[config.mk]
export PLATFORM = sky130hd
export DESIGN_NAME = fsfl_ctrl
export DESIGN_NICKNAME = d
export VERILOG_FILES = /design/src/hdl/fsfl_pkg.sv /design/src/hdl/fsfl_ctrl.sv
export SDC_FILE = /design/constraint.sdc
export NUM_CORES = 1
export LEC_CHECK = 0
export ABC_AREA = 1
export BUFFER_PORTS_ARGS = -buffer_cell sky130_fd_sc_hd__buf_2
export CORE_UTILIZATION = 53
export DETAILED_ROUTE_END_ITERATION = 6
export PLACE_DENSITY = 0.77
export SYNTH_ARGS = -nofsm -noshare
export SYNTH_HDL_FRONTEND = slang
export SYNTH_SLANG_ARGS = --single-unit
[constraint.sdc]
create_clock -name clk -period 7 [get_ports clk]
set_input_delay 0.35 -clock clk [delete_from_list [all_inputs] [get_ports clk]]
set_output_delay 0.35 -clock clk [all_outputs]
set_load 0.02 [all_outputs]
[src/hdl/fsfl_pkg.sv]
// Package for the fixed-slot free-list allocator.
// Holds field widths, region constants, status and mode codes and the
// structs passed between the controller, link memory and divider.
package fsfl_pkg;

  // Region geometry. PAGE_BYTES must be a power of two.
  localparam int MAX_SLOTS    = 4096;
  localparam int PAGE_BYTES   = 4096;
  localparam int HEADER_BYTES = 32;

  localparam int MODE_W   = 2;
  localparam int INDEX_W  = 12;
  localparam int STATUS_W = 2;
  localparam int OFFSET_W = 29;
  localparam int COUNT_W  = 13;
  localparam int SIZE_W   = 16;

  localparam int ADDR_W = $clog2(MAX_SLOTS);
  localparam int LINK_W = $clog2(MAX_SLOTS + 1);
  localparam int PROD_W = INDEX_W + SIZE_W;
  localparam int NUM_W  = 18;
  localparam int STEP_W = $clog2(NUM_W + 1);

  localparam logic [LINK_W-1:0] LIST_EMPTY   = LINK_W'(MAX_SLOTS);
  localparam logic [SIZE_W-1:0] SIZE_RESET   = SIZE_W'(16);

  localparam logic [MODE_W-1:0] MODE_ALLOC   = 2'd0;
  localparam logic [MODE_W-1:0] MODE_FREE    = 2'd1;
  localparam logic [MODE_W-1:0] MODE_REBUILD = 2'd2;

  localparam logic [STATUS_W-1:0] STATUS_OK    = 2'd0;
  localparam logic [STATUS_W-1:0] STATUS_EMPTY = 2'd1;
  localparam logic [STATUS_W-1:0] STATUS_RANGE = 2'd2;

  typedef struct packed {
    logic              en;
    logic [ADDR_W-1:0] addr;
    logic [LINK_W-1:0] data;
  } link_wr_t;

  typedef struct packed {
    logic              en;
    logic [ADDR_W-1:0] addr;
  } link_rd_t;

  typedef struct packed {
    logic              start;
    logic [NUM_W-1:0]  numer;
    logic [SIZE_W-1:0] denom;
  } div_req_t;

  typedef struct packed {
    logic                done;
    logic [NUM_W-1:0]    quotient;
  } div_rsp_t;

  typedef struct packed {
    logic [STATUS_W-1:0] status;
    logic                grant;
    logic [INDEX_W-1:0]  granted;
    logic [PROD_W-1:0]   product;
    logic [COUNT_W-1:0]  slot_count;
  } resp_t;

endpackage

[src/hdl/fsfl_ctrl.sv]
// Sequencer of the allocator: holds the list head, capacity and slot size,
// drives the link memory and divider and prepares one response per word.
// Depends on fsfl_pkg.
module fsfl_ctrl (
  input  logic                          clk,
  input  logic                          rst,
  input  logic                          cfg_write_en,
  input  logic [fsfl_pkg::SIZE_W-1:0]   cfg_write_data,
  input  logic                          in_valid,
  output logic                          in_stall,
  input  logic [fsfl_pkg::MODE_W-1:0]   mode,
  input  logic [fsfl_pkg::INDEX_W-1:0]  slot_index,
  output fsfl_pkg::link_wr_t            link_wr,
  output fsfl_pkg::link_rd_t            link_rd,
  input  logic [fsfl_pkg::LINK_W-1:0]   link_data,
  output fsfl_pkg::div_req_t            div_req,
  input  fsfl_pkg::div_rsp_t            div_rsp,
  output logic                          resp_valid,
  input  logic                          resp_ready,
  output fsfl_pkg::resp_t               resp
);
  import fsfl_pkg::*;

  typedef enum logic [2:0] {
    ST_IDLE,
    ST_ALLOC_RD,
    ST_DIVIDE,
    ST_CHAIN,
    ST_RESP
  } state_t;

  localparam logic [NUM_W-1:0] PAGE_MASK = ~(NUM_W'(PAGE_BYTES - 1));

  state_t              state;
  logic [LINK_W-1:0]   head;
  logic [COUNT_W-1:0]  capacity;
  logic [SIZE_W-1:0]   slot_size;
  logic [SIZE_W-1:0]   built_size;
  logic [ADDR_W-1:0]   chain_idx;
  logic [STATUS_W-1:0] status;
  logic                grant;
  logic [INDEX_W-1:0]  granted;
  logic [PROD_W-1:0]   product;

  logic                accept;
  logic                alloc_ok;
  logic                free_ok;
  logic [NUM_W-1:0]    total;
  logic [NUM_W-1:0]    rounded;
  logic [COUNT_W-1:0]  cap_next;
  logic [COUNT_W-1:0]  chain_succ;
  logic                chain_last;

  assign accept   = in_valid && (state == ST_IDLE);
  assign in_stall = (state != ST_IDLE);
  assign alloc_ok = head < LINK_W'(capacity);
  assign free_ok  = {1'b0, slot_index} < capacity;

  assign total   = NUM_W'(HEADER_BYTES) + NUM_W'(slot_size) + NUM_W'(PAGE_BYTES - 1);
  assign rounded = total & PAGE_MASK;

  assign cap_next = (div_rsp.quotient >= NUM_W'(MAX_SLOTS)) ? COUNT_W'(MAX_SLOTS)
                                                            : div_rsp.quotient[COUNT_W-1:0];
  assign chain_succ = COUNT_W'(chain_idx) + COUNT_W'(1);
  assign chain_last = chain_succ == capacity;

  always_comb begin
    link_wr.en   = 1'b0;
    link_wr.addr = slot_index;
    link_wr.data = head;
    if (accept && mode == MODE_FREE && free_ok) begin
      link_wr.en = 1'b1;
    end else if (state == ST_CHAIN) begin
      link_wr.en   = 1'b1;
      link_wr.addr = chain_idx;
      link_wr.data = chain_last ? LIST_EMPTY : LINK_W'(chain_succ);
    end
  end

  assign link_rd.en   = accept && mode == MODE_ALLOC && alloc_ok;
  assign link_rd.addr = head[ADDR_W-1:0];

  assign div_req.start = accept && mode == MODE_REBUILD && slot_size != '0;
  assign div_req.numer = rounded - NUM_W'(HEADER_BYTES);
  assign div_req.denom = slot_size;

  always_ff @(posedge clk) begin
    if (rst) begin
      state      <= ST_IDLE;
      head       <= LIST_EMPTY;
      capacity   <= '0;
      slot_size  <= SIZE_RESET;
      built_size <= SIZE_RESET;
    end else begin
      if (cfg_write_en) begin
        slot_size <= cfg_write_data;
      end
      unique case (state)
        ST_IDLE: begin
          if (accept) begin
            status  <= STATUS_OK;
            grant   <= 1'b0;
            granted <= '0;
            product <= '0;
            state   <= ST_RESP;
            case (mode)
              MODE_ALLOC: begin
                if (alloc_ok) begin
                  grant   <= 1'b1;
                  granted <= head[INDEX_W-1:0];
                  product <= head[INDEX_W-1:0] * built_size;
                  state   <= ST_ALLOC_RD;
                end else begin
                  status <= STATUS_EMPTY;
                end
              end
              MODE_FREE: begin
                if (free_ok) begin
                  head <= LINK_W'(slot_index);
                end else begin
                  status <= STATUS_RANGE;
                end
              end
              MODE_REBUILD: begin
                built_size <= slot_size;
                if (slot_size == '0) begin
                  capacity <= '0;
                  head     <= LIST_EMPTY;
                end else begin
                  state <= ST_DIVIDE;
                end
              end
              default: begin
              end
            endcase
          end
        end
        ST_ALLOC_RD: begin
          head  <= link_data;
          state <= ST_RESP;
        end
        ST_DIVIDE: begin
          if (div_rsp.done) begin
            capacity  <= cap_next;
            chain_idx <= '0;
            if (cap_next == '0) begin
              head  <= LIST_EMPTY;
              state <= ST_RESP;
            end else begin
              state <= ST_CHAIN;
            end
          end
        end
        ST_CHAIN: begin
          chain_idx <= chain_idx + ADDR_W'(1);
          if (chain_last) begin
            head  <= '0;
            state <= ST_RESP;
          end
        end
        ST_RESP: begin
          if (resp_ready) begin
            state <= ST_IDLE;
          end
        end
        default: begin
          state <= ST_IDLE;
        end
      endcase
    end
  end

  assign resp_valid      = (state == ST_RESP);
  assign resp.status     = status;
  assign resp.grant      = grant;
  assign resp.granted    = granted;
  assign resp.product    = product;
  assign resp.slot_count = capacity;

endmodule

==> impl_table.tex, run 1 <==
\begin{tabular}{lr}
\hline
Metric & Value \\
\hline
\multicolumn{2}{l}{\textbf{Outcome}} \\
\quad Run status & completed \\
\multicolumn{2}{l}{\textbf{Global routing}} \\
\quad Initial antenna violation count & 0 \\
\quad Largest net degree at the start of global routing & 49 \\
\quad Total routing resource utilization after global routing & 0.2904 \\
\quad Global-route wire length before repair & 54540 µm \\
\quad Vias in the first global route & 10806 \\
\quad Total congestion overflow after global routing & 0 \\
\multicolumn{2}{l}{\textbf{Logic synthesis}} \\
\quad Share of the synthesized area in compound gates (AO/OA/AOI/OAI) & 0.09408 \\
\quad Fraction of synthesized area in multiplexers & 0 \\
\quad Synthesized-area fraction occupied by and/or/nand/nor cells & 0.2009 \\
\quad Sequential element share of the synthesized area & 0.2305 \\
\quad Synthesized flop and latch total & $\sim$120 \\
\quad Area leader, netlist & fa\_1 \\
\quad Mapped cell area & 12460 µm² \\
\quad Count of distinct cell types in the synthesized netlist & 45 \\
\quad Cell count after synthesis & 1639 \\
\quad Area share of the leading cell type in the synthesized netlist & 0.2249 \\
\quad Share of synthesized cell area in full adder, half adder and majority cells & 0.3163 \\
\quad Ranking of synthesized cells by area & fa\_1 (22\%), edfxtp\_1 (13\%), nand2\_1 (11\%) \\
\quad Mean post-synth cell area & 7.603 µm² \\
\quad Number of synthesis warnings & 0 \\
\quad Combinational family with the most area after synthesis & adder cells \\
\quad Xor/xnor cell area share of the yosys netlist & 0.01195 \\
\multicolumn{2}{l}{\textbf{STA}} \\
\quad Measured slew at the worst slew-check pin & 1.063 ns \\
\quad Setup violation total in the final timing report & 0 \\
\quad Fin Setup TNS & 0 ns \\
\quad Final worst path period need & roughly 5.7 ns \\
\quad RSZ-0062 raised after global routing & false \\
\quad Portion of the clock cycle consumed by the worst path in the final layout & 0.8082 \\
\quad Number of hold violations in the final report & 0 \\
\quad Worst clock skew & between 0.01 and 0.015 ns \\
\quad Hold slack final & between 0.15 and 0.2 ns \\
\quad Max Slew Vio Count & 0 \\
\quad Upper clock frequency limit & approximately 0.18 GHz \\
\quad Worst slew margin relative to its limit & 0.2888 \\
\multicolumn{2}{l}{\textbf{Clock tree}} \\
\quad Skew-Pair Late Insertion Delay & 0.43 ns \\
\quad Number of clock buffers inserted by TritonCTS & 17 \\
\quad Hold Buf Count CTS & 0 \\
\quad Clock tree from TritonCTS & done \\
\quad Clock transition time at the flip-flop clock pins of the worst setup and hold paths & around 0.06 ns \\
\quad H-tree levels & 4 \\
\quad Clock tree root buffer cell & clkbuf\_16 \\
\quad Post-cts sizing count & 0 \\
\quad Worst-case clock buffer depth & 2 \\
\quad Post-CTS setup repair buffer count & 0 \\
\quad Number of sinks driven by the clock tree & 116 \\
\multicolumn{2}{l}{\textbf{Setup path}} \\
\quad Crit start category & register \\
\quad CP max FO & 19 \\
\quad Type of the worst setup path & reg -> reg \\
\quad Data arrival, critical path & 5.84 ns \\
\quad Type of element capturing the critical path & register \\
\quad Endpoint required time on the critical path & 7.18 ns \\
\multicolumn{2}{l}{\textbf{Detailed routing}} \\
\quad Count of TritonRoute iterations in the first routing pass & 5 \\
\quad Vias & 11043 \\
\quad Routed Antenna Nets & 0 \\
\quad Number of violations reported at the end of detailed-routing iteration 0 & 814 \\
\quad Total routed wirelength & 33630 µm \\
\quad Number of remaining DRC errors & 0 \\
\quad Routed wire per std cell & 16.10 µm \\
\quad Via density per instance & 5.286 \\
\multicolumn{2}{l}{\textbf{Floorplanning}} \\
\quad Core area & roughly 23000 µm² \\
\quad Floorplan die width & 155.3 µm \\
\quad Initial Utilization & 0.5455 \\
\quad Chip Height & 155.3 µm \\
\quad Row count & between 50 and 60 \\
\quad Die Outline Area & 24130 µm² \\
\quad Number of ports placed on the die boundary & 199 \\
\multicolumn{2}{l}{\textbf{Power}} \\
\quad Standby leakage power & 7.645 nW \\
\quad Share of total power in sequential cells & 0.285 \\
\quad Internal power & 0.002128 W \\
\quad Share of total power in combinational logic & 0.482 \\
\quad Power density normalized to cell area & 293.7 nW/µm² \\
\quad Portion of total power attributed to the clock network & 0.233 \\
\quad Sw Share & 0.4830 \\
\quad Switching power & just under 0.002 W \\
\quad Worst-case vdd ir drop & 0.1835 mV \\
\multicolumn{2}{l}{\textbf{Cells and area}} \\
\quad Most common cell after layout, fill and taps aside & nand2\_1 \\
\quad Fraction of final layout cells with drive strength greater than 1 & 0.1368 \\
\quad \# nets final & roughly 2000 \\
\quad Layout filler cell count & 2102 \\
\quad Post-Layout Inst Area & 14020 µm² \\
\quad Highest-count cells in the layout ignoring fill and taps & nand2\_1 (368), inv\_1 (351), buf\_2 (185) \\
\quad Area added between synthesis and finish & 12.47\% \\
\quad Inserted Diodes & 0 \\
\multicolumn{2}{l}{\textbf{Hold path}} \\
\quad Path type of the worst min-delay path & in -> reg \\
\multicolumn{2}{l}{\textbf{Place}} \\
\quad Instance area at placement & 13390 µm² \\
\quad Dpl hpwl & 26540 µm \\
\quad IO buf count & 185 \\
\quad Placer's final routability congestion estimate & 0.9276 \\
\multicolumn{2}{l}{\textbf{Run}} \\
\quad MaxCap Viol Count & 0 \\
\hline
\end{tabular}
==> power groups by stage <==
| stage | Combinational (W) | Sequential (W) | Clock, W |
|---|---|---|---|
| 6_report | 0.00198 | 0.00117 | 0.000959 |
| 5_1_grt | 0.00224 | 0.00120 | 0.000994 |
| 4_1_cts | 0.00198 | 0.00116 | 0.000964 |
| 3_5_place_dp | 0.00197 | 0.00117 | 0 |
| 3_3_place_gp | 0.00192 | 0.00116 | 0 |
| 2_1_floorplan | 0.00156 | 0.00102 | 0 |
==> worst paths after layout <==
path                startpoint             to  slack (ns)  cells past startpoint
max                    head[5]    product[24]        1.34                     19
min          cfg_write_data[2]   slot_size[2]        0.15                      3
max reg2reg            head[5]    product[24]        1.34                     19
min reg2reg      slot_size[11]  slot_size[11]        0.50                      2
==> per-layer routing <==
metal	part of all wire	global-route usage
met2	0.48	0.4879
met1	0.42	0.3805
met3	0.069	0.03510
met4	0.033	0.1195
met5	0	0
==> kinds of logic (layout without fill, tap and decap cells) <==
group	Yosys count	count (layout)
simple gates	621	621
buf+inv	452	578
fa+ha+maj	231	231
compound gates	200	200
flops	116	116
xor+xnor	17	17
other cells	2	13
==> sequential cells by signal, summed over array words and instances, names as in the netlist <==
register,count
grant,1
chain_idx,12
head,13
built_size,16
state,3
slot_size,16
capacity,13
product,28
granted,12
status,2
==> critical path, stage by stage, from the launching register on <==
cell and delay (ns):
dfxtp_1 0.82, nand2_1 0.20, fa_1 0.53, fa_1 0.52
inv_1 0.05, fa_1 0.48, fa_1 0.55, inv_1 0.06
fa_1 0.53, inv_1 0.04, ha_1 0.34, a21o_1 0.21
a31oi_1 0.20, nand3_1 0.16, a21oi_1 0.31, o21bai_1 0.15
nand2_1 0.08, nand2_1 0.06, nor2_1 0.08, nor2_1 0.05
==> metrics by stage <==
step / power (W) / utilization / setup slack [ns] / std cells
floorplan: 0.002579 / - / 1.711 / 1650
global placement: 0.003088 / 0.5859 / 1.477 / 2057
detailed placement: 0.003147 / 0.5859 / 1.394 / 2057
CTS: 0.004112 / 0.6135 / 1.363 / 2089
global route: 0.004432 / 0.6135 / 0.9888 / 2089
finish: 0.004116 / 0.6135 / 1.343 / 2089
==> cells in the mapped netlist, drive strengths merged <==
master / number
o311ai: 1
a21boi: 3
buf: 35
clkbuf: 61
o22a: 1
nor4: 3
o21a: 1
o21ai: 72
a21o: 2
or3: 1
a211oi: 12
edfxtp: 55
nor2: 169
a32o: 12
a31o: 1
nand3: 45
o21bai: 4
fa: 140
o22ai: 13
or2: 4
nor3: 11
a21oi: 68
a31oi: 8
xnor2: 5
conb: 2
nand4: 15
ha: 91
nand2: 372
o31ai: 1
and2: 1
a221o: 1
inv: 356
xor2: 12
dfxtp: 61
==> area by class of cell <==
type                       instances  area (µm²)  area share
timing repair buffer             190       963.4     0.06874
multi-input combinational       1082        7823      0.5581
inverter                         356        1336     0.09534
sequential                       116        2873      0.2050
tap                              313       391.6     0.02794
clock buffer                      18       429.2     0.03062
clock inverter                    14       200.2     0.01428
Note: power is estimated with default switching activity, not from simulation.
==> inputs of run 2 (changes only) <==
- clock period: 7 -> 5.24 ns (I/O delays scaled with it)
==> run 2 against run 1 <==
- die area stayed put
- worst setup slack worse by 1.1 ns
- first-iteration DRC count is 27% higher
- maximum frequency is 13% higher
- sequential power is 18% higher
- sequential share of layout area is 0.58 points lower
- non-clock buffer count is 56 higher
- total power is 41% higher
- clock-buffer cell count is 1 lower
- utilization is 2.8 points higher
- global-route usage is 1.9 points higher
- design area is 4.5% higher
- largest cell class unchanged
- largest power group unchanged
==> impl_table.tex, run 2 (synthesized netlist as in run 1, its figures left out) <==
\begin{tabular}{lr}
\hline
Metric & Value \\
\hline
\multicolumn{2}{l}{\textbf{Setup path}} \\
\quad Crit start category & register \\
\quad Worst Reg-to-Reg Cells & 21 (+2) \\
\quad Launching instance or port of the critical path & head[5] \\
\quad Type of element capturing the critical path & register \\
\quad Critical path capture point & product[27] \\
\quad Flop-to-flop setup slack & 0.22 ns (-1.13 ns) \\
\quad End of the worst register-to-register path & product[27] \\
\quad Cell depth of the worst setup path & 21 (+2) \\
\quad FF-to-FF Start & head[5] \\
\quad CP most frequent cell & fa\_1 \\
\quad Critical path buffers and inverters & 5 (+2) \\
\quad Critical-path top delay cell & fa\_1 \\
\quad CP max FO & 16 (-3) \\
\quad Data arrival, critical path & 5.31 ns (-0.53 ns) \\
\quad Endpoint required time on the critical path & 5.52 ns (-1.66 ns) \\
\quad Crit-path cells & buf\_12 > nand2\_1 > fa\_1 > inv\_1 > fa\_1 > fa\_1 > fa\_1 > inv\_1 > fa\_1 > inv\_1 > ha\_1 > nand2\_1 > inv\_1 > nand2\_1 > nor3\_2 > nand4\_1 > nand3\_2 > nand4\_1 > nand3\_2 > o21ai\_2 > a21oi\_2 \\
\quad Largest incremental delay on the critical path & 0.55 ns (-0.27 ns) \\
\quad Worst path top cell family by delay & adder cells \\
\quad Type of the worst setup path & reg -> reg \\
\multicolumn{2}{l}{\textbf{Cells and area}} \\
\quad Max FFs per register & 28 (unchanged) \\
\quad Largest register by flop count & product \\
\quad \# nets final & 2117 (+2.7\%) \\
\quad Fraction of final layout cells with drive strength greater than 1 & 0.1932 (+0.05641) \\
\quad Final standard cell count with taps included and fillers excluded & 2145 (+2.7\%) \\
\quad Layout filler cell count & 2040 (-2.9\%) \\
\quad Largest registers & product (28), built\_size (16), slot\_size (16) \\
\quad Most common cell after layout, fill and taps aside & nand2\_1 \\
\quad Inserted Diodes & 0 (unchanged) \\
\quad Area added between synthesis and finish & 17.53\% \\
\quad Highest-count cells in the layout ignoring fill and taps & nand2\_1 (366), inv\_1 (349), buf\_2 (185) \\
\multicolumn{2}{l}{\textbf{Global routing}} \\
\quad Total congestion overflow after global routing & 0 (unchanged) \\
\quad Total routing resource utilization after global routing & 0.3098 (+0.01945) \\
\quad Largest net degree at the start of global routing & 49 (unchanged) \\
\quad Vias in the first global route & 11418 (+5.7\%) \\
\quad Global-route wire length before repair & 57810 µm (+6.0\%) \\
\quad Initial antenna violation count & 0 (unchanged) \\
\multicolumn{2}{l}{\textbf{Power}} \\
\quad Standby leakage power & 7.954 nW (+4.0\%) \\
\quad Worst-case vdd ir drop & 0.2100 mV (+14\%) \\
\quad Power density normalized to cell area & 397.1 nW/µm² (+35\%) \\
\multicolumn{2}{l}{\textbf{Place}} \\
\quad Dpl hpwl & 28310 µm (+6.7\%) \\
\quad Placer's final routability congestion estimate & 0.9850 (+6.2\%) \\
\quad IO buf count & 185 (unchanged) \\
\quad Cell Count Post-Placement & 2112 (+2.7\%) \\
\multicolumn{2}{l}{\textbf{STA}} \\
\quad Upper clock frequency limit & 0.1990 GHz (+13\%) \\
\quad Worst slew margin relative to its limit & 0.2511 (-0.03768) \\
\quad Portion of the clock cycle consumed by the worst path in the final layout & 0.9589 (+0.1507) \\
\quad Max Slew Vio Count & 0 (unchanged) \\
\quad Hold slack final & 0.06626 ns (-0.08546 ns) \\
\quad Final worst path period need & 5.024 ns (-0.6330 ns) \\
\quad Setup violation total in the final timing report & 0 (unchanged) \\
\quad Number of hold violations in the final report & 0 (unchanged) \\
\quad Measured slew at the worst slew-check pin & 1.119 ns (+0.05632 ns) \\
\quad Fin Setup TNS & 0 ns (unchanged) \\
\quad Worst clock skew & 0.01691 ns (+0.003539 ns) \\
\multicolumn{2}{l}{\textbf{Detailed routing}} \\
\quad Vias & 11402 (+3.3\%) \\
\quad Number of remaining DRC errors & 0 (unchanged) \\
\quad Routed Antenna Nets & 0 (unchanged) \\
\quad Routed wire per std cell & 16.72 µm (+3.9\%) \\
\quad Count of TritonRoute iterations in the first routing pass & 5 (unchanged) \\
\quad Number of violations reported at the end of detailed-routing iteration 0 & 1033 (+27\%) \\
\quad Via density per instance & 5.316 (+0.56\%) \\
\quad Total routed wirelength & 35860 µm (+6.6\%) \\
\multicolumn{2}{l}{\textbf{Hold path}} \\
\quad Path type of the worst min-delay path & in -> reg \\
\multicolumn{2}{l}{\textbf{Floorplanning}} \\
\quad Core area & 22850 µm² (unchanged) \\
\quad Initial Utilization & 0.5455 (unchanged) \\
\quad Number of ports placed on the die boundary & 199 (unchanged) \\
\quad Floorplan die width & 155.3 µm (unchanged) \\
\quad Row count & 55 (unchanged) \\
\quad Die Outline Area & 24130 µm² (unchanged) \\
\quad Chip Height & 155.3 µm (unchanged) \\
\multicolumn{2}{l}{\textbf{Clock tree}} \\
\quad H-tree levels & 4 (unchanged) \\
\quad Clock tree root buffer cell & clkbuf\_16 \\
\quad Skew-Pair Late Insertion Delay & 0.43 ns (about the same) \\
\quad Number of sinks driven by the clock tree & 116 (unchanged) \\
\quad Worst-case clock buffer depth & 2 (unchanged) \\
\quad Clock tree from TritonCTS & done \\
\quad Clock transition time at the flip-flop clock pins of the worst setup and hold paths & 0.06 ns (about the same) \\
\quad Number of clock buffers inserted by TritonCTS & 17 (unchanged) \\
\multicolumn{2}{l}{\textbf{Run}} \\
\quad MaxCap Viol Count & 0 (unchanged) \\
\multicolumn{2}{l}{\textbf{Outcome}} \\
\quad Run status & completed \\
\hline
\end{tabular}
==> run 2: changes by cell type in the layout (fill, tap and decap cells not counted), moves of 8 or more <==
cell / change
dfxtp_2: +17
o21ai_0: -8
ha_1: -8
buf_4: +49
dfxtp_1: -23
==> run 2: timing repair <==
item | CTS | global route
buffers inserted | 0 | 1
pin swaps | 0 | 17
endpoints found under the setup margin | 4 | 14
hold buffers | 0 | 0
gates resized for setup | 4 | 73
==> run 2: per-stage QoR <==
step | power [W] | worst slack [ns] | utilization | area [µm²]
5_1_grt | 0.006258 | -0.04252 | 0.6411 | 14650
3_3_place_gp | 0.004407 | 0.07928 | 0.6056 | 13840
4_1_cts | 0.005695 | 0.004865 | 0.6320 | 14440
3_5_place_dp | 0.004478 | -0.05981 | 0.6056 | 13840
2_1_floorplan | 0.003447 | 0.01362 | - | 12510
6_report | 0.005816 | 0.2156 | 0.6411 | 14650
==> run 2: worst min-delay path: stages <==
cell and delay (ns):
buf_2 0.07, nor2_1 0.04, nor2_1 0.08
==> run 2: final cells by class <==
type	instances	area, µm²	share of cell area
multi-input cells	1082	7984	0.5451
clock buffers	17	425.4	0.02905
well taps	313	391.6	0.02674
flip-flops and latches	116	2917	0.1991
clock inverters	15	156.4	0.01068
repair buffers	246	1436	0.09807
inverters	356	1336	0.09124
==> run 2: how the worst min path moves through the flow <==
stage / start / endpoint / slack (ns) / depth (start not counted)
3_5_place_dp: cfg_write_data[7] / slot_size[7] / 0.49 / 3
5_1_grt: cfg_write_data[3] / slot_size[3] / 0.07 / 3
3_3_place_gp: cfg_write_data[8] / slot_size[8] / 0.48 / 3
4_1_cts: cfg_write_data[7] / slot_size[7] / 0.06 / 3
6_report: cfg_write_data[7] / slot_size[7] / 0.07 / 3
2_1_floorplan: cfg_write_data[4] / slot_size[4] / 0.39 / 2
==> run 2: power by group <==
| group | switching (W) | total [W] | leakage [nW] | internal (W) |
|---|---|---|---|---|
| logic | 0.00207 | 0.00324 | 6.63 | 0.00117 |
| registers | 0.000229 | 0.00138 | 1.04 | 0.00115 |
| clock network | 0.000494 | 0.00120 | 0.279 | 0.000704 |
==> run 2: routing by layer <==
metal,global-route usage,up-vias,part of all wire
met4,0.1312,0,0.032
met2,0.4982,522,0.47
met1,0.4131,5433,0.42
li1,-,5354,-
met5,0,-,0
met3,0.05348,93,0.076
