<file path="config.mk">
export PLATFORM = sky130hd
export DESIGN_NAME = fsfl_div
export DESIGN_NICKNAME = d
export VERILOG_FILES = /design/src/hdl/fsfl_pkg.sv /design/src/hdl/fsfl_div.sv
export SDC_FILE = /design/constraint.sdc
export NUM_CORES = 1
export LEC_CHECK = 0
export BUFFER_PORTS_ARGS = -buffer_cell sky130_fd_sc_hd__buf_2
export CAP_MARGIN = 5
export CELL_PAD_IN_SITES_DETAIL_PLACEMENT = 0
export CELL_PAD_IN_SITES_GLOBAL_PLACEMENT = 2
export CORE_UTILIZATION = 37
export CTS_CLUSTER_DIAMETER = 50
export DETAILED_ROUTE_END_ITERATION = 10
export PLACE_DENSITY = 0.8
export SETUP_SLACK_MARGIN = 0.5
export SYNTH_ARGS = -nofsm -noshare
export SYNTH_HDL_FRONTEND = slang
export SYNTH_SLANG_ARGS = --single-unit
</file>
<file path="constraint.sdc">
create_clock -name clk -period 4.3 [get_ports clk]
set_input_delay 0.86 -clock clk [delete_from_list [all_inputs] [get_ports clk]]
set_output_delay 0.86 -clock clk [all_outputs]
set_load 0.02 [all_outputs]
</file>
<file path="src/hdl/fsfl_pkg.sv">
// Package for the fixed-slot free-list allocator.
// Holds field widths, region constants, status and mode codes and the
// structs passed between the controller, link memory and divider.
package fsfl_pkg;

  // Region geometry. PAGE_BYTES must be a power of two.
  localparam int MAX_SLOTS    = 4096;
  localparam int PAGE_BYTES   = 4096;
  localparam int HEADER_BYTES = 32;

  localparam int MODE_W   = 2;
  localparam int INDEX_W  = 12;
  localparam int STATUS_W = 2;
  localparam int OFFSET_W = 29;
  localparam int COUNT_W  = 13;
  localparam int SIZE_W   = 16;

  localparam int ADDR_W = $clog2(MAX_SLOTS);
  localparam int LINK_W = $clog2(MAX_SLOTS + 1);
  localparam int PROD_W = INDEX_W + SIZE_W;
  localparam int NUM_W  = 18;
  localparam int STEP_W = $clog2(NUM_W + 1);

  localparam logic [LINK_W-1:0] LIST_EMPTY   = LINK_W'(MAX_SLOTS);
  localparam logic [SIZE_W-1:0] SIZE_RESET   = SIZE_W'(16);

  localparam logic [MODE_W-1:0] MODE_ALLOC   = 2'd0;
  localparam logic [MODE_W-1:0] MODE_FREE    = 2'd1;
  localparam logic [MODE_W-1:0] MODE_REBUILD = 2'd2;

  localparam logic [STATUS_W-1:0] STATUS_OK    = 2'd0;
  localparam logic [STATUS_W-1:0] STATUS_EMPTY = 2'd1;
  localparam logic [STATUS_W-1:0] STATUS_RANGE = 2'd2;

  typedef struct packed {
    logic              en;
    logic [ADDR_W-1:0] addr;
    logic [LINK_W-1:0] data;
  } link_wr_t;

  typedef struct packed {
    logic              en;
    logic [ADDR_W-1:0] addr;
  } link_rd_t;

  typedef struct packed {
    logic              start;
    logic [NUM_W-1:0]  numer;
    logic [SIZE_W-1:0] denom;
  } div_req_t;

  typedef struct packed {
    logic                done;
    logic [NUM_W-1:0]    quotient;
  } div_rsp_t;

  typedef struct packed {
    logic [STATUS_W-1:0] status;
    logic                grant;
    logic [INDEX_W-1:0]  granted;
    logic [PROD_W-1:0]   product;
    logic [COUNT_W-1:0]  slot_count;
  } resp_t;

endpackage

</file>
<file path="src/hdl/fsfl_div.sv">
// Restoring divider used to size the region at a rebuild.
// One quotient bit per cycle; done pulses when the quotient is ready.
// Depends on fsfl_pkg.
module fsfl_div (
  input  logic               clk,
  input  logic               rst,
  input  fsfl_pkg::div_req_t req,
  output fsfl_pkg::div_rsp_t rsp
);
  import fsfl_pkg::*;

  logic [NUM_W-1:0]  quot;
  logic [SIZE_W-1:0] rem;
  logic [SIZE_W-1:0] denom;
  logic [STEP_W-1:0] count;
  logic              busy;
  logic              done;
  logic [SIZE_W:0]   trial;
  logic              fits;

  assign trial = {rem, quot[NUM_W-1]};
  assign fits  = trial >= {1'b0, denom};

  always_ff @(posedge clk) begin
    if (rst) begin
      busy  <= 1'b0;
      done  <= 1'b0;
      count <= '0;
    end else begin
      done <= 1'b0;
      if (req.start) begin
        quot  <= req.numer;
        rem   <= '0;
        denom <= req.denom;
        count <= STEP_W'(NUM_W);
        busy  <= 1'b1;
      end else if (busy) begin
        quot  <= {quot[NUM_W-2:0], fits};
        rem   <= fits ? SIZE_W'(trial - {1'b0, denom}) : trial[SIZE_W-1:0];
        count <= count - STEP_W'(1);
        if (count == STEP_W'(1)) begin
          busy <= 1'b0;
          done <= 1'b1;
        end
      end
    end
  end

  assign rsp.done     = done;
  assign rsp.quotient = quot;

endmodule

</file>
==> results by stage, run 1 <==
Final layout:
- Cells fill between 40 and 50% of the core in the end.
- The layout overhead on the synthesized area is 16.7%.
- The count of inserted antenna diode cells is 0.
- The top cell types in the final layout, fill and taps aside, are 55 x buf_2, 50 x edfxtp_1, 24 x inv_1, 24 x a21oi_1, 18 x ha_1.
- The library cell used most frequently in the layout, excluding fill and tap cells, is buf_2.
- The net count reported at finish is 412.
- The share of layout cells above drive strength 1 is 30.7%.
- The filler cell count is 843.

Clock network:
- The cell sitting at the root of the clock tree is a clkbuf_8.
- TritonCTS built the clock tree.
- After clock tree synthesis, the clock-pin slew on the worst setup and hold paths is 0.07 ns.
- After clock tree synthesis, the flow added hold-fix buffers numbering 0.
- The number of buffers between clock root and the deepest sink is 2.
- The number of clock sinks is 57.
- The later pin in the worst-skew pair is clocked with a latency of about 0.34 ns.
- The total CTS buffers is 9.
- The number of buffers added for setup after CTS is 0.
- The H-tree was split into 3 levels.
- The number of gates resized after cts is 0.

Synthesis:
- The number of warning messages in the yosys log is 0.
- The cell area after synthesis is roughly 3300 sq um.
- In the synthesized netlist the async set-or-reset flop fraction comes to 0%.
- The share of synthesized area occupied by flip-flops and latches is ~49%.
- The number of different library cells used by synthesis comes to 55.
- After technology mapping, the gate count stands at roughly 300.
- Counting flops with a built-in enable in the synthesized netlist gives 50.
- In the synthesized netlist the dominant register cell turns out to be edfxtp_1.
- The mean post-synth cell area is 11.1 sq um.
- Synthesis produced a netlist with a net count of roughly 360.
- The post-synthesis register bit count is 57.

Status:
- The flow ran to the end, and the final reports show no timing, DRC or antenna violations.

Place:
- The routability-driven placement congestion ratio is about 0.76.
- The placed wire-length estimate is 5390 um.
- The setup slack after placement is 1.57 ns.
- The count of buffers from port buffering is between 50 and 60.

STA:
- The setup TNS after final layout is 0 ns.
- Measured against its own limit, the worst slew margin works out to approximately 58%.
- Setup violations remaining at the end of the flow were counted as 0.
- Setup repair after global routing left no endpoint under its margin.
- The shortest period the worst path allows is roughly 2.8 ns.
- Timing would allow up to around 0.36 GHz.
- The post-route fraction of the period consumed by the critical path is between 60% and 70%.
- After layout, the worst setup slack is 1.54 ns.
- The final hold violation count is 0.
- At the pin with the least slew margin, the transition time is 0.632 ns.
- The number of max-slew violations in the final report is 0.
- The setup clock skew after layout is ~0.013 ns.

Critical path:
- The number of buffer and inverter instances along the worst setup path is 0.
- The kind of cell with the highest combined delay along the critical path is compound AO/OA/AOI/OAI gates.
- Data on the critical path is required at its endpoint by 4.39 ns.
- For this run, the slowest stage of the critical path takes roughly 0.47 ns.
- Of all nets on the critical path, the largest fanout is 10.
- Traced cell by cell, the critical path runs through ha_1 -> a21o_1 -> a211o_1 -> nor2_2 -> o31a_1 -> nand2_4 -> mux2_4.
- STA puts the critical path data arrival time at between 2 and 3 ns.
- The slowest stage of the critical path belongs to the cell o31a_1.
- The type of element capturing the critical path is a register.
- The kind of critical path is register to register.
- The category of the worst setup path launch point is a register.

Power:
- The total power density per cell area is around 410 nW/um^2.
- The largest voltage drop on the vdd net is ~210 uV.
- Summed over all cells, the static leakage comes to around 0.0016 uW.

Die:
- The die footprint is 9440 sq um.
- The number of placement rows is 34.
- The initial utilization of the core area, before any placement, comes to 38.2%.
- The die span in x is 97.1 um.
- The I/O pin count is between 50 and 60.
- The core footprint is slightly below 9000 sq um.
- The die is 97.1 um tall.

Route:
- The via count is 2,518.
- The number of detailed-route iterations in the first pass is 4.
- In this run, the number of DRC markers left after iteration 0 of detailed routing was 174.
- The number of nets with antenna violations after routing is 0.
- The total routed wirelength is approximately 7500 um.
- The vias per cell is approximately 5.4.
- In the final routed layout, each cell accounts on average for between 15 and 20 um.
- For this run, design rule violations remaining after detail routing come to 0.

Global route:
- The global-route wire length before repair is about 12,000 um.
- The via count of the first global-routing pass is 2,541.
- The overall global routing resource usage is between 10% and 20%.
- Summed over all layers, the global routing overflow is 0.
- The number of antenna violations at the first check in global routing came to 0.
- The maximum number of pins on one net before global-route repair is 36.

Hold path:
- The min-delay analysis places its worst path in the category register to register.

Run:
- Max-cap violations in this run came to 0.
[registers in the layout (all words and copies together) (netlist names)]
name,count
done,1
denom,16
count,5
busy,1
quot,18
rem,16
[layer usage]
layer / vias to the layer above / share of wire [%] / global-route usage, %
li1: 1242 / - / -
met1: 1194 / 49 / 23.2
met2: 76 / 43 / 25.4
met3: 6 / 6.3 / 4.53
met4: 0 / 1.1 / 5.51
met5: - / 0 / 0
[worst register-to-register path, cell delays in order, from the launching register on]
cell and delay [ns]:
edfxtp_1 0.40, ha_1 0.39, a21o_1 0.24, a211o_1 0.32
nor2_2 0.20, o31a_1 0.47, nand2_4 0.19, mux2_4 0.30
[where the power goes]
group	internal (uW)	switching [uW]
Clock	292	229
Sequential	658	23.4
Combinational	164	235
[cells by family after synthesis]
kind of cell	Yosys count	synth area share, %
fa+ha+maj	19	7.32
buf+inv	40	5.53
xor+xnor	11	2.88
flops	57	49.0
mux	19	6.46
simple gates	69	10.8
compound gates	86	18.0
[cells in the mapped netlist (5+ instances only)]
cell type	instances	share of area [%]
a211oi_1	6	1.3
a211oi_2	5	1.9
a21oi_1	24	3.6
and3_1	5	0.93
clkbuf_1	5	0.56
dfxtp_1	7	4.2
edfxtp_1	50	45
ha_1	18	6.7
inv_1	24	2.7
mux2_2	17	5.7
nand2_1	14	1.6
nand3_1	14	2.1
nor2_1	12	1.3
nor3_1	7	1.0
o21ai_0	11	1.6
o21ai_1	6	0.90
xnor2_1	8	2.1
[worst paths after layout]
kind            start        to  slack [ns]  cells after the start
max           rem[11]   quot[0]        1.54                      7
min          count[3]  count[3]        0.58                      2
max reg2reg   rem[11]   quot[0]        1.54                      7
min reg2reg  count[3]  count[3]        0.58                      2
[final cells by class]
class	count	area [sq um]	share of cell area, %
clock buffer	13	190	4.87
clock inverter	3	17.5	0.448
inverter	25	93.8	2.40
multi-input combinational	204	1530	39.0
sequential	57	1640	42.0
tap	108	135	3.46
timing repair buffer	59	305	7.81
[metrics by stage]
step                      hold WS [ns]  area [sq um]  total power [uW]  instances
after floorplan                  0.528          3350               994        301
after global placement           0.553          3700              1090        453
after detailed placement         0.554          3700              1090        453
after CTS                        0.576          3910              1620        469
after global routing             0.603          3910              1690        469
final                            0.576          3910              1600        469
Note: power is estimated with default switching activity, not from simulation.
==> inputs of run 2 (changes only) <==
- clock period: 4.3 -> 2.8 ns (I/O delays scaled with it)
==> run 2 against run 1 <==
  * Sequential share of layout area fell by 4.8 points
  * Fmax grew 14%
  * Register-to-register slack worse by 1.2 ns
  * Global-route usage grew 1.2 points
  * Clock skew decreased by 0.0058 ns
  * Final area grew 13%
  * Die area did not move
  * Cell count rose by 7.5%
  * Non-clock buffer count rose by 35
  * Largest cell class is now multi-input combinational cells
==> results by stage, run 2 (synthesis gave the netlist of run 1 again) <==
Critical path:
- Critical path, cell by cell: ha_4 -> nand4_1 -> nor4_4 -> nor2_2 -> o31a_4 -> buf_6 -> a21oi_4 -> o2bb2ai_1 (was ha_1 -> a21o_1 -> a211o_1 -> nor2_2 -> o31a_1 -> nand2_4 -> mux2_4).
- The highest-delay cell along the critical path is edfxtp_1 (was o31a_1).
- The type of element capturing the critical path is a register (unchanged).
- The category of the worst setup path launch point is a register (unchanged).
- The arrival time reported for the critical path endpoint is 2.61 ns (was 2.85 ns).
- The maximum cell stage delay along the critical path is 0.43 ns (was 0.47 ns).
- The kind of critical path is register to register (unchanged).
- The required time of the critical path was 2.99 ns (was 4.39 ns).
- The critical-path maximum fanout is 4 (was 10).

Clock network:
- The cell at the root of the clock tree is clkbuf_8 (unchanged).
- The number of clock sinks came to 57 (unchanged).
- The total CTS buffers is 9 (unchanged).
- The number of levels in the clock H-tree is 3 (unchanged).
- The register clock-pin slew on the reported worst setup and hold paths is 0.07 ns (about the same).
- The number of buffers between clock root and the deepest sink is 2 (unchanged).
- The CTS tree is built (unchanged).
- The later-pin clock latency in the skew report was 0.34 ns (about the same).

Final layout:
- Top flop regs: quot: 18 flops, denom: 16 flops, rem: 16 flops (unchanged).
- The net count reported at finish is 447 (was 412).
- The filler cell count is 814 (was 843).
- The most common cell after layout, fill and taps aside is buf_2 (unchanged).
- The share of layout cells above drive strength 1 is 43.4% (was 30.7%).
- The layout overhead on the synthesized area is 31.9% (was 16.7%).
- The count of inserted antenna diode cells is 0 (unchanged).
- Commonest cells after routing, fill and taps aside: 55 x buf_2, 50 x edfxtp_1, 34 x buf_4 (was 55 x buf_2, 50 x edfxtp_1, 24 x inv_1, 24 x a21oi_1, 18 x ha_1).
- The largest register by flop count is quot (unchanged).
- The number of flip-flops in the largest register is 18 (unchanged).

Global route:
- The overall global routing resource usage was 18.0% (was 16.8%).
- The global-route wire length before repair is 13,400 um (was 12,400 um).
- The number of antenna violations at the first check in global routing is 0 (unchanged).
- The total congestion overflow after global routing is 0 (unchanged).
- The maximum number of pins on one net before global-route repair is 35 (was 36).
- The via count of the first global-routing pass came to 2,682 (was 2,541).

Place:
- The count of buffers from port buffering came to 55 (unchanged).
- The placed wire-length estimate is 5640 um (was 5390 um).
- The routability-driven placement congestion ratio is 0.795 (was 0.755).
- The setup slack after placement is 0.0602 ns (was 1.57 ns).

Route:
- The number of detailed-route iterations in the first pass is 4 (unchanged).
- The detailed-route DRC error count was 0 (unchanged).
- The vias per cell was 5.35 (was 5.37).
- The total routed wirelength is 8290 um (was 7510 um).
- The DRC violation total after the first TritonRoute iteration is 168 (was 174).
- The number of nets with antenna violations after routing is 0 (unchanged).
- The via count was 2,696 (was 2,518).
- The average wire per cell in the routed design is 16.4 um (was 16.0 um).

Die:
- The die span in x is 97.1 um (unchanged).
- The I/O pin count is 56 (unchanged).
- The number of placement rows is 34 (unchanged).
- The starting density of the core is 38.2% (unchanged).
- The core footprint was 8760 sq um (unchanged).
- The die footprint was 9440 sq um (unchanged).
- The vertical die dimension was 97.1 um (unchanged).

Status:
- Outcome: finished clean (unchanged).

STA:
- The setup clock skew after layout was 0.00757 ns (was 0.0134 ns).
- The worst slew margin relative to its limit came to 68.4% (was 57.9%).
- The setup TNS after final layout was 0 ns (unchanged).
- The worst setup slack after layout came to 0.380 ns (was 1.54 ns).
- The final hold violation count came to 0 (unchanged).
- The achievable frequency is 0.413 GHz (was 0.363 GHz).
- The slew at the pin closest to its max-slew limit is 0.473 ns (was 0.632 ns).
- The post-route fraction of the period consumed by the critical path is 86.4% (was 64.1%).
- RSZ-0062 raised after global routing: yes (was no).
- The shortest period the worst path allows is 2.42 ns (was 2.76 ns).
- The count of endpoints failing setup in the final report is 0 (unchanged).
- The number of max-slew violations in the final report is 0 (unchanged).

Run:
- The count of maximum capacitance violations is 0 (unchanged).

Power:
- The largest voltage drop on the vdd net is 272 uV (was 213 uV).
- The leakage component of the power was 0.00178 uW (was 0.00158 uW).
- The total power density per cell area is 590 nW/um^2 (was 410 nW/um^2).
- The post-route total power is 2610 uW (was 1600 uW).

Hold path:
- The class of the most critical hold timing path is primary input to register (was register to register).
[run 2: cell types whose count changed in the layout (fill, tap and decap cells not counted), sizes merged]
cell and delta:
buf +35, bufinv +1, clkbuf -3, clkinv +2
clkinvlp +2, inv -2
[run 2: power breakdown]
part / switching [uW] / internal [uW]
Sequential: 40.5 / 1010
Combinational: 431 / 376
Clock: 343 / 405
Total: 815 / 1790
[run 2: repair_timing]
item                       CTS  global route
hold buffers                 0             0
setup endpoints to repair   17            17
gates resized for setup     25            20
pin swaps                   11            17
setup buffers                9             8
[run 2: final cells by class]
cell class	count	area [sq um]	share of cell area (%)
Multi-Input combinational cell	204	1770	40.1
Clock inverter	6	58.8	1.33
Tap cell	108	135	3.06
Clock buffer	10	128	2.89
Timing Repair Buffer	94	587	13.3
Sequential cell	57	1640	37.2
Inverter	25	93.8	2.12
[run 2: worst paths after layout]
path	startpoint	to	slack, ns	cells after the start
worst max-delay path	rem[5]	rem[12]	0.38	8
worst min-delay path	req[3]	denom[3]	0.40	1
worst max register to register	rem[5]	rem[12]	0.38	8
worst min register to register	count[3]	count[3]	0.56	2
[run 2: worst max-delay path, delay by kind of cell (launching register included)]
| kind | cells | cell delay, ns |
|---|---|---|
| buffers and inverters | 1 | 0.13 |
| adder cells (fa/ha/maj) | 1 | 0.31 |
| AND/OR/NAND/NOR | 3 | 0.71 |
| flip-flops | 1 | 0.43 |
| AO/OA/AOI/OAI | 3 | 0.70 |
[run 2: metal layers]
layer  up-vias  track usage (%)  wire length, um
li1       1309                -                -
met1      1298             24.6             3940
met2        78             28.4             3770
met3        11             4.53              435
met4         0             4.48              139
met5         -                0                0
[run 2: through the flow]
stage | area (sq um) | hold WS [ns] | utilization (%) | std cells
2_1_floorplan | 3370 | 0.528 | - | 301
3_3_place_gp | 3850 | 0.558 | 44.0 | 471
3_5_place_dp | 3850 | 0.553 | 44.0 | 471
4_1_cts | 4260 | 0.387 | 48.6 | 496
5_1_grt | 4420 | 0.388 | 50.4 | 504
6_report | 4420 | 0.398 | 50.4 | 504
==> inputs of run 3 (changes only) <==
--- a/config.mk
+++ b/config.mk
@@ -8,11 +8,12 @@
 export BUFFER_PORTS_ARGS = -buffer_cell sky130_fd_sc_hd__buf_2
 export CAP_MARGIN = 5
-export CELL_PAD_IN_SITES_DETAIL_PLACEMENT = 0
-export CELL_PAD_IN_SITES_GLOBAL_PLACEMENT = 2
-export CORE_UTILIZATION = 37
+export CELL_PAD_IN_SITES_DETAIL_PLACEMENT = 1
+export CELL_PAD_IN_SITES_GLOBAL_PLACEMENT = 1
+export CORE_UTILIZATION = 45
 export CTS_CLUSTER_DIAMETER = 50
 export DETAILED_ROUTE_END_ITERATION = 10
-export PLACE_DENSITY = 0.8
+export PLACE_DENSITY = 0.81
 export SETUP_SLACK_MARGIN = 0.5
+export SLEW_MARGIN = 10
 export SYNTH_ARGS = -nofsm -noshare
 export SYNTH_HDL_FRONTEND = slang
==> constraint.sdc (replaced) <==
create_clock -name clk -period 2.8 [get_ports clk]
set_input_delay 0.56 -clock clk [delete_from_list [all_inputs] [get_ports clk]]
set_output_delay 0.56 -clock clk [all_outputs]
set_load 0.005 [all_outputs]
==> run 3 against run 2 <==
  * Register-to-register slack got worse by 0.16 ns
  * Largest cell class unchanged
  * Setup slack got worse by 0.16 ns
  * Hold slack worse by 0.039 ns
  * Largest power group is now combinational cells
==> results by stage, run 3 (synthesis gave the netlist of run 1 again) <==
Status:
- Outcome: finished clean (unchanged).

Hold path:
- The number of instances on the worst hold path was 1 (unchanged).
- The class of the most critical hold timing path was primary input to register (unchanged).

STA:
- The worst hold margin is 0.359 ns (was 0.398 ns).
- The worst slew margin relative to its limit is 63.0% (was 68.4%).
- The setup TNS after final layout is 0 ns (unchanged).
- The slew at the pin closest to its max-slew limit is 0.549 ns (was 0.473 ns).
- The final hold violation count is 0 (unchanged).
- The achievable frequency is 0.387 GHz (was 0.413 GHz).
- The count of endpoints failing setup in the final report was 0 (unchanged).
- The setup clock skew after layout was 0.0198 ns (was 0.00757 ns).
- The post-route fraction of the period consumed by the critical path was 92.2% (was 86.4%).
- The worst setup slack after layout is 0.217 ns (was 0.380 ns).
- RSZ-0062 raised after global routing: yes (unchanged).
- The number of max-slew violations in the final report came to 0 (unchanged).
- The shortest period the worst path allows is 2.58 ns (was 2.42 ns).

Global route:
- The overall global routing resource usage is 30.2% (was 18.0%).
- The global-route wire length before repair is 17,000 um (was 13,400 um).
- The maximum number of pins on one net before global-route repair was 35 (unchanged).
- The via count of the first global-routing pass is 3,197 (was 2,682).
- The total congestion overflow after global routing is 0 (unchanged).
- The number of antenna violations at the first check in global routing came to 0 (unchanged).

Die:
- The core footprint is 7210 sq um (was 8760 sq um).
- The number of placement rows is 31 (was 34).
- The I/O pin count is 56 (unchanged).
- The starting density of the core was 46.4% (was 38.2%).
- The die footprint is 7790 sq um (was 9440 sq um).
- The vertical die dimension came to 88.3 um (was 97.1 um).
- The die span in x is 88.3 um (was 97.1 um).

Clock network:
- The number of clock sinks is 57 (unchanged).
- The CTS tree is built (unchanged).
- The later-pin clock latency in the skew report is 0.38 ns (was 0.34 ns).
- The cell at the root of the clock tree is clkbuf_8 (unchanged).
- The number of levels in the clock H-tree is 3 (unchanged).
- The register clock-pin slew on the reported worst setup and hold paths is 0.08 ns (was 0.07 ns).
- The total CTS buffers came to 9 (unchanged).
- The number of buffers between clock root and the deepest sink is 2 (unchanged).

Final layout:
- The share of layout cells above drive strength 1 is 53.0% (was 43.4%).
- The number of flip-flops in the largest register was 18 (unchanged).
- The net count reported at finish is 466 (was 447).
- The count of inserted antenna diode cells is 0 (unchanged).
- Commonest cells after routing, fill and taps aside: 55 x buf_2, 50 x edfxtp_1, 48 x buf_4 (was 55 x buf_2, 50 x edfxtp_1, 34 x buf_4).
- The largest register by flop count is quot (unchanged).
- Top flop regs: quot: 18 flops, denom: 16 flops, rem: 16 flops (unchanged).
- The layout overhead on the synthesized area was 43.7% (was 31.9%).
- The most common cell after layout, fill and taps aside is buf_2 (unchanged).

Critical path:
- Critical path, cell by cell: ha_4 -> buf_4 -> nand3_4 -> o21ba_4 -> o21bai_4 -> buf_6 -> a211o_4 -> buf_8 -> a21oi_4 -> o2bb2ai_1 (was ha_4 -> nand4_1 -> nor4_4 -> nor2_2 -> o31a_4 -> buf_6 -> a21oi_4 -> o2bb2ai_1).
- The highest-delay cell along the critical path is edfxtp_1 (unchanged).
- The maximum cell stage delay along the critical path came to 0.48 ns (was 0.43 ns).
- The type of element capturing the critical path is a register (unchanged).
- The slack of the worst reg-to-reg path is 0.22 ns (was 0.38 ns).
- The critical-path maximum fanout came to 7 (was 4).
- The required time of the critical path came to 2.99 ns (about the same).
- The count of cells along the worst register-to-register path is 10 (was 8).
- The category of the worst setup path launch point is a register (unchanged).
- The kind of critical path is register to register (unchanged).
- The arrival time reported for the critical path endpoint is 2.77 ns (was 2.61 ns).

Run:
- The count of maximum capacitance violations is 0 (unchanged).

Route:
- The total routed wirelength was 14,500 um (was 8290 um).
- The average wire per cell in the routed design is 28.3 um (was 16.4 um).
- The via count is 3,158 (was 2,696).
- The vias per cell is 6.14 (was 5.35).
- The detailed-route DRC error count is 0 (unchanged).
- The number of nets with antenna violations after routing came to 0 (unchanged).
- The number of detailed-route iterations in the first pass is 4 (unchanged).
- The DRC violation total after the first TritonRoute iteration is 331 (was 168).

Power:
- The largest voltage drop on the vdd net is 369 uV (was 272 uV).
- The leakage component of the power came to 0.00193 uW (was 0.00178 uW).
- The total power density per cell area came to 618 nW/um^2 (was 590 nW/um^2).

Place:
- The placed wire-length estimate is 6340 um (was 5640 um).
- The routability-driven placement congestion ratio was 0.829 (was 0.795).
- The count of buffers from port buffering was 55 (unchanged).
- The setup slack after placement is 0.0133 ns (was 0.0602 ns).
## run 3: cell count changes in the layout (fill, tap and decap cells not counted), moves of 3 or more
cell / change
a21oi_1: -4
a21oi_2: +4
buf_4: +14
ha_1: -3
ha_4: +5
nand3_1: -3
o21ai_0: -4
o21ai_2: +3
## run 3: layout make-up
class	instances	area [sq um]
Inverter	25	93.8
Clock buffer	12	166
Multi-Input combinational cell	205	2010
Fill cell	733	2400
Sequential cell	57	1640
Clock inverter	4	25.0
Timing Repair Buffer	112	758
Tap cell	99	124
## run 3: path summary, 6_finish.rpt
path | end | start
hold reg to reg | done | busy
hold / removal | denom[1] | req[1]
setup reg to reg | rem[7] | rem[1]
setup / recovery | rem[7] | rem[1]
## run 3: stage by stage
stage	power, uW	instances	cell area, sq um	utilization, %
after detailed placement	1720	458	3810	52.8
after global placement	1690	458	3810	52.8
after CTS	2570	483	4270	59.1
final	2980	514	4810	66.7
after floorplan	1510	301	3370	-
after global routing	3040	514	4810	66.7
## run 3: power by group
part	leakage [uW]	switching (uW)	internal (uW)
Clock	0.000102	421	399
Combinational	0.00129	596	492
Sequential	0.000536	58.3	1010
## run 3: timing repair
action | 4_1_cts | 5_1_grt
hold buffers | 0 | 0
endpoints found under the setup margin | 17 | 17
cloned | 0 | 1
buffers inserted | 9 | 30
gates resized for setup | 33 | 57
pin swaps | 10 | 26
## run 3: metal layers
metal	wire [um]	global-route usage, %	vias to the layer above
li1	-	-	1347
met2	7210	51.0	223
met5	0	0	-
met1	5500	34.2	1531
met3	1230	9.79	57
met4	585	15.5	0
## run 3: critical path, delay by kind of cell, from the launching register on
family | cells | cell delay, ns
buffers and inverters | 3 | 0.43
adder cells (fa/ha/maj) | 1 | 0.32
AO/OA/AOI/OAI | 5 | 1.07
flip-flops | 1 | 0.48
AND/OR/NAND/NOR | 1 | 0.07
